==> config.mk <==
export PLATFORM = sky130hd
export DESIGN_NAME = bfsp_edge_mem
export DESIGN_NICKNAME = d
export VERILOG_FILES = /design/src/rtl/bfsp_pkg.sv /design/src/rtl/bfsp_edge_mem.sv
export SDC_FILE = /design/constraint.sdc
export NUM_CORES = 2
export LEC_CHECK = 0
export BUFFER_PORTS_ARGS = -buffer_cell sky130_fd_sc_hd__buf_2
export CAP_MARGIN = 20
export CORE_UTILIZATION = 30
export CTS_BUF_LIST = sky130_fd_sc_hd__clkbuf_16
export DETAILED_ROUTE_END_ITERATION = 10
export GPL_TIMING_DRIVEN = 0
export HOLD_SLACK_MARGIN = 0.03
export PLACE_DENSITY = 0.44
export SETUP_SLACK_MARGIN = 0.3
export SKIP_CTS_REPAIR_TIMING = 1
export SLEW_MARGIN = 20
export SYNTH_ARGS = -nofsm -noshare
export SYNTH_HDL_FRONTEND = slang
export SYNTH_SLANG_ARGS = --single-unit
==> constraint.sdc <==
create_clock -name clk -period 4.1 [get_ports clk]
set_input_delay 0.205 -clock clk [delete_from_list [all_inputs] [get_ports clk]]
set_output_delay 0.205 -clock clk [all_outputs]
set_load 0.1 [all_outputs]
==> src/rtl/bfsp_pkg.sv <==
package bfsp_pkg;

  // Graph size and field widths
  localparam int MAX_VERTICES = 16;
  localparam int VIDX_W       = $clog2(MAX_VERTICES);
  localparam int EDGE_AW      = 2 * VIDX_W;
  localparam int EDGE_DEPTH   = MAX_VERTICES * MAX_VERTICES;
  localparam int VCNT_W       = 5;
  localparam int INF_W        = 23;
  localparam int WEIGHT_W     = 16;
  localparam int DIST_W       = 24;

  localparam logic [INF_W-1:0]  RESET_INF    = INF_W'(999);
  localparam logic [VCNT_W-1:0] RESET_VCOUNT = VCNT_W'(MAX_VERTICES);

  localparam logic signed [DIST_W-1:0] DIST_MAX = {1'b0, {(DIST_W-1){1'b1}}};
  localparam logic signed [DIST_W-1:0] DIST_MIN = {1'b1, {(DIST_W-1){1'b0}}};

  // Operation codes
  localparam logic OP_LOAD  = 1'b0;
  localparam logic OP_START = 1'b1;

  // Configuration register indexes
  localparam logic CFG_VCOUNT = 1'b0;
  localparam logic CFG_INF    = 1'b1;

  typedef struct packed {
    logic                       op;
    logic [VIDX_W-1:0]          from_vertex;
    logic [VIDX_W-1:0]          to_vertex;
    logic signed [WEIGHT_W-1:0] edge_weight_in;
    logic                       has_edge;
    logic [VIDX_W-1:0]          source;
  } in_word_t;

  typedef struct packed {
    logic [VIDX_W-1:0]        vertex_index;
    logic signed [DIST_W-1:0] distance;
    logic                     reached;
    logic                     last;
  } out_word_t;

  // Edge store write and read bundles
  typedef struct packed {
    logic                       en;
    logic [EDGE_AW-1:0]         addr;
    logic signed [WEIGHT_W-1:0] weight;
    logic                       present;
  } edge_wr_t;

  typedef struct packed {
    logic signed [WEIGHT_W-1:0] weight;
    logic                       present;
  } edge_rd_t;

endpackage

==> src/rtl/bfsp_edge_mem.sv <==
module bfsp_edge_mem (
  input  logic               clk,
  input  logic               rst_n,
  input  bfsp_pkg::edge_wr_t wr,
  input  logic [bfsp_pkg::EDGE_AW-1:0] rd_addr,
  output bfsp_pkg::edge_rd_t rd
);
  import bfsp_pkg::*;

  logic signed [WEIGHT_W-1:0] weight_mem [EDGE_DEPTH];
  logic [EDGE_DEPTH-1:0]      present_r;
  logic signed [WEIGHT_W-1:0] weight_q_r;
  logic                       present_q_r;

  // Weight store: one write, one registered read a cycle
  always_ff @(posedge clk) begin
    if (wr.en) begin
      weight_mem[wr.addr] <= wr.weight;
    end
    weight_q_r <= weight_mem[rd_addr];
  end

  // Presence flags, cleared by reset
  always_ff @(posedge clk) begin
    if (!rst_n) begin
      present_r   <= '0;
      present_q_r <= 1'b0;
    end else begin
      if (wr.en) begin
        present_r[wr.addr] <= wr.present;
      end
      present_q_r <= present_r[rd_addr];
    end
  end

  assign rd.weight  = weight_q_r;
  assign rd.present = present_q_r;

endmodule
### Word level (Yosys, flattened, before mapping)

Memory sizes are Yosys's and may differ from the RTL's. A register that Yosys moved wholly into a read port is not among the register bits.
Index checks and enable logic that the tools add are counted.

| storage, ports and cells | value |
|---|---|
| flip-flop bits (word level) | 257 |
| bits in latches | 0 |
| RAM bits | 4096 |
| bits in read-only memories | 0 |
| bits of input ports | 36 |
| output and inout port bits | 17 |
| word-level logic and storage cells | 14 |
| memories kept | 1 |

Memory list:

| memory | words | bits a word | read ports | clocked after Yosys merged registers in | write ports | line | RTL |
|---|---|---|---|---|---|---|---|
| weight_mem | 256 | 16 | 1 | 1 | 1 | bfsp_edge_mem.sv:10 | `logic signed [WEIGHT_W-1:0] weight_mem [EDGE_DEPTH];` |

| operators by class | value |
|---|---|
| $add $sub $neg | 0 |
| $mul | 0 |
| div/mod/pow operators | 0 |
| $lt $le $gt $ge | 3 |
| equality and inequality tests | 0 |
| shift-type cells | 0 |
| multiplexer cells | 7 |
| bitwise gates (word level) | 0 |
| reductions and logical operators | 1 |

Operator list:

| kind | number |
|---|---|
| $bwmux W256 | 1 |
| $lt A8 B9 Y1 const B | 2 |
| $bmux W1 S8 | 1 |
| $demux W1 S8 | 1 |
| $ge A8 B1 Y1 const B | 1 |
| $mux W1 | 4 |
| $logic_and A1 B1 Y1 | 1 |

### Logic depth before layout (Yosys ltp)

| depth | value |
|---|---|
| depth after elaboration | 5 |
| depth in mapped cells | 13 |
| mapped depth without buffers | 7 |

### Worst setup path before layout

No wires, ideal clock.

| timing | value |
|---|---|
| path kind | input -> register |
| from | in rd_addr[1] in the netlist's numbering |
| to | reg weight_q_r[0] (read register of weight_mem) |
| library setup time | 0.120 ns |
| arrival time | 2.169 ns |
| required time | 3.980 ns |
| slack | 1.811 ns |
| stages | 8 |
| path buffers | 3 |
| cell sequence | buf_4 clkbuf_1 buf_1 mux4_2 mux4_2 a21oi_1 a31oi_1 o31a_1 |

RTL lines:

| element | line | RTL |
|---|---|---|
| start: declaration | bfsp_edge_mem.sv:5 | `input logic [bfsp_pkg::EDGE_AW-1:0] rd_addr,` |
| end: declaration | bfsp_edge_mem.sv:12 | `logic signed [WEIGHT_W-1:0] weight_q_r;` |

==> results.md <==
* Number of synthesis warnings at 0
* Core footprint at 561500 um^2
* Final hold vios at 0
* Drt pass-1 iters at 6
* Seq cells post-synth at 4369
* Avg WL per Cell at 37.98 um
* CTS Buf Count at 469
* Combinational fraction of design power at 6.1%
* Worst slew margin at 9.147%
* Sequential Power Share at 50.7%
* CTS tree: done
* Gr usage total at 21.87%
* Die X at 753.4 um
* Internal power at 73930 uW
* Largest net degree at the start of global routing at 137
* Post-synth EDFFs at 4096
* Net switching power at 22480 uW
* Worst-skew pair later-pin latency at 1.12 ns
* Ys async rst share at 0%
* Die height at 753.4 um
* Worst-path clk slew at 0.06 ns
* Starting Density at 30.17%
* Syn Nets at 8009
* First-pass GRT wire length at 836700 um
* Via density at 5.360
* Clock skew at 0.1534 ns
* Initial antenna violation count at 65
* Fin cells at 16730
* Hold slack at 0.03017 ns
* Final period utilization at 96.94%
* Dpl hpwl at 446300 um
* Cell Area, Synth at 169400 um^2
* Crit path time final at 3.974 ns
* Critical path class: in -> reg
* RSZ-0062 raised after global routing: true
* Clk pwr share at 43.2%
* Drt drc at 0
* Setup crit start kind: primary input
* Die area at 567600 um^2
* Layout Area Growth over Synthesis at 19.99%
* Share of cells above drive strength 1 at 30.68%
* Post-route design area at 203300 um^2
* Total power at 96410 uW
* Grt total ovfl at 0
* Inst Count DP at 15790
* Distinct cells, synth at 54
* Max-slew violations at 0
* Syn Area/Cell at 21.25 um^2
* Clock sink total at 4369
* CTS H-tree lvls at 5
* Vias after detailed routing at 89700
* Post-Place Worst Slack at -1.906 ns
* Status: complete, no violations
* Leakage at 0.06269 uW
* Placed Instance Area at 187600 um^2
* Final setup violation count at 0
* Ports at 53
* Max Cap Violations at 0
* Hold path depth at 4
* Crit path DAT at 4.99 ns
* Peak Freq at 251.6 MHz
* Worst vdd ir at 374.0 uV
* Post-route ant nets at 0
* Max Root-Sink Buffers at 4
* Cell Pwr Density at 474.3 nW/um^2
* Final net count at 8854
* Reg2Reg Depth at 7
* Root Buffer: clkbuf_16
* Commonest register cell after synthesis: edfxtp_1
* Gpl congestion at 0.9718
* Std-Cell Rows at 275
* Worst slew pin tran at 1.328 ns
* Vias in the first global route at 89810
* Mapped Cells at 7973
* Initial DRC count at 11150
* Crit-path max FO at 11
* Port Buffer Count at 49
* Worst EP required at 5.12 ns
* Hold Path Class: in -> reg
* Seq/Total Area, Yosys at 75.84%
* Critical path endpoint category: register
* Slack of the critical path at 0.1255 ns
* Net Sw Frac at 23.32%
* Final WL at 635600 um
[final cells by class]
cell class,instances,area (um^2)
clock inverter,395,3292
clock buffer,470,11760
tap,7479,9358
antenna,43,107.6
buffer,511,2948
multi-input combinational,3089,40360
timing repair buffer,375,6959
inverter,3,11.26
sequential,4369,128500
fill,51600,358300
[layout by cell type (no fill, tap or decap), types with 18 or more instances in the layout]
cell type      netlist  final
clkinv_1             1    123
dlygate4sd3_1        0     31
clkbuf_16            0    470
a22oi_1             88     81
mux2i_1            297    293
buf_16               0     87
a21boi_0           256    256
edfxtp_1          4096   4096
clkbuf_2             0     83
nand2_1            404    404
clkinv_2             0     87
a32oi_1             38     29
diode_2              0     43
dfxtp_1            273    273
mux4_2            1178   1178
buf_2              109    142
nand4_1             33     33
a21oi_1             27     26
buf_6               30     48
clkbuf_1           239    157
clkinv_16            0     20
nor2_1             285     22
nor2_4               0    256
buf_12               7    182
buf_1               48     23
inv_1                1    101
buf_8                8     29
o21ai_0            261    261
bufinv_16            0     39
nand3_1             19     18
o22ai_1             56     56
buf_4               71     84
clkbuf_4             0     20
[routing by layer]
layer	GRT usage, %	vias to the layer above	part of all wire [%]
li1	-	35100	-
met1	29.59	49500	41
met2	34.86	4103	47
met3	4.292	981	7.6
met4	8.481	14	4.4
met5	0	-	0.015
[worst max-delay path, stage by stage]
cell      delay, ns
buf_4          0.30
buf_4          0.42
buf_4          0.39
clkbuf_4       0.51
buf_4          0.51
mux4_2         0.29
mux2i_1        0.25
a32oi_2        0.43
nand4_1        0.57
nor3_4         0.63
o31a_1         0.36
[power by group through the flow]
| stage | sequential (uW) | combinational (uW) | clock, uW |
|---|---|---|---|
| global placement | 50000 | 5510 | 0 |
| floorplan | 50000 | 2380 | 0 |
| global route | 48900 | 6050 | 43900 |
| CTS | 48900 | 5890 | 42300 |
| finish | 48900 | 5920 | 41600 |
| detailed placement | 49800 | 5880 | 0 |
[stage by stage]
step | utilization, % | TNS [ns]
floorplan | - | 0
global placement | 31.88 | -3960.17
detailed placement | 33.40 | -24.98
CTS | 36.08 | -4.829
global route | 36.18 | 0
finish | 36.20 | 0
[cell usage after synthesis (5+ instances only)]
| library cell | count | area share (%) |
|---|---|---|
| a21boi_0 | 256 | 1.1 |
| nor2b_1 | 9 | 0.033 |
| and3_1 | 6 | 0.022 |
| o21ai_0 | 261 | 0.77 |
| nand2_1 | 404 | 0.90 |
| mux4_2 | 1178 | 16 |
| o221ai_1 | 13 | 0.067 |
| edfxtp_1 | 4096 | 73 |
| a21oi_1 | 27 | 0.080 |
| buf_6 | 30 | 0.20 |
| o31a_1 | 14 | 0.072 |
| buf_12 | 7 | 0.083 |
| or2_2 | 17 | 0.063 |
| dfxtp_1 | 273 | 3.2 |
| nand3_1 | 19 | 0.056 |
| buf_8 | 8 | 0.071 |
| clkbuf_1 | 239 | 0.53 |
| buf_2 | 109 | 0.32 |
| a31oi_1 | 15 | 0.055 |
| nor4_1 | 5 | 0.018 |
| a32oi_1 | 38 | 0.20 |
| buf_1 | 48 | 0.11 |
| a22oi_1 | 88 | 0.39 |
| o22ai_1 | 56 | 0.21 |
| mux2i_1 | 297 | 1.8 |
| nand4_1 | 33 | 0.12 |
| nor3_1 | 25 | 0.074 |
| nor2_1 | 285 | 0.63 |
| buf_4 | 71 | 0.31 |
[registers in the layout (all words and copies together), names as in the netlist]
register     flops
weight_mem    4096
present_r      256
weight_q_r      16
present_q_r      1
[final timing paths]
path                                         start  slack, ns             end
worst max-delay path                    rd_addr[1]       0.13  weight_q_r[15]
worst min-delay path                         wr[0]       0.03   present_r[49]
worst max register to register  weight_mem[71][10]       1.07  weight_q_r[10]
worst min register to register       present_r[77]       0.48   present_r[77]
[logic make-up after synthesis]
family / share of synthesized area [%]
compound gates: 3.088
buf+inv: 1.632
mux: 17.44
flops: 75.84
simple gates: 1.997
Note: power is estimated with default switching activity, not from simulation.
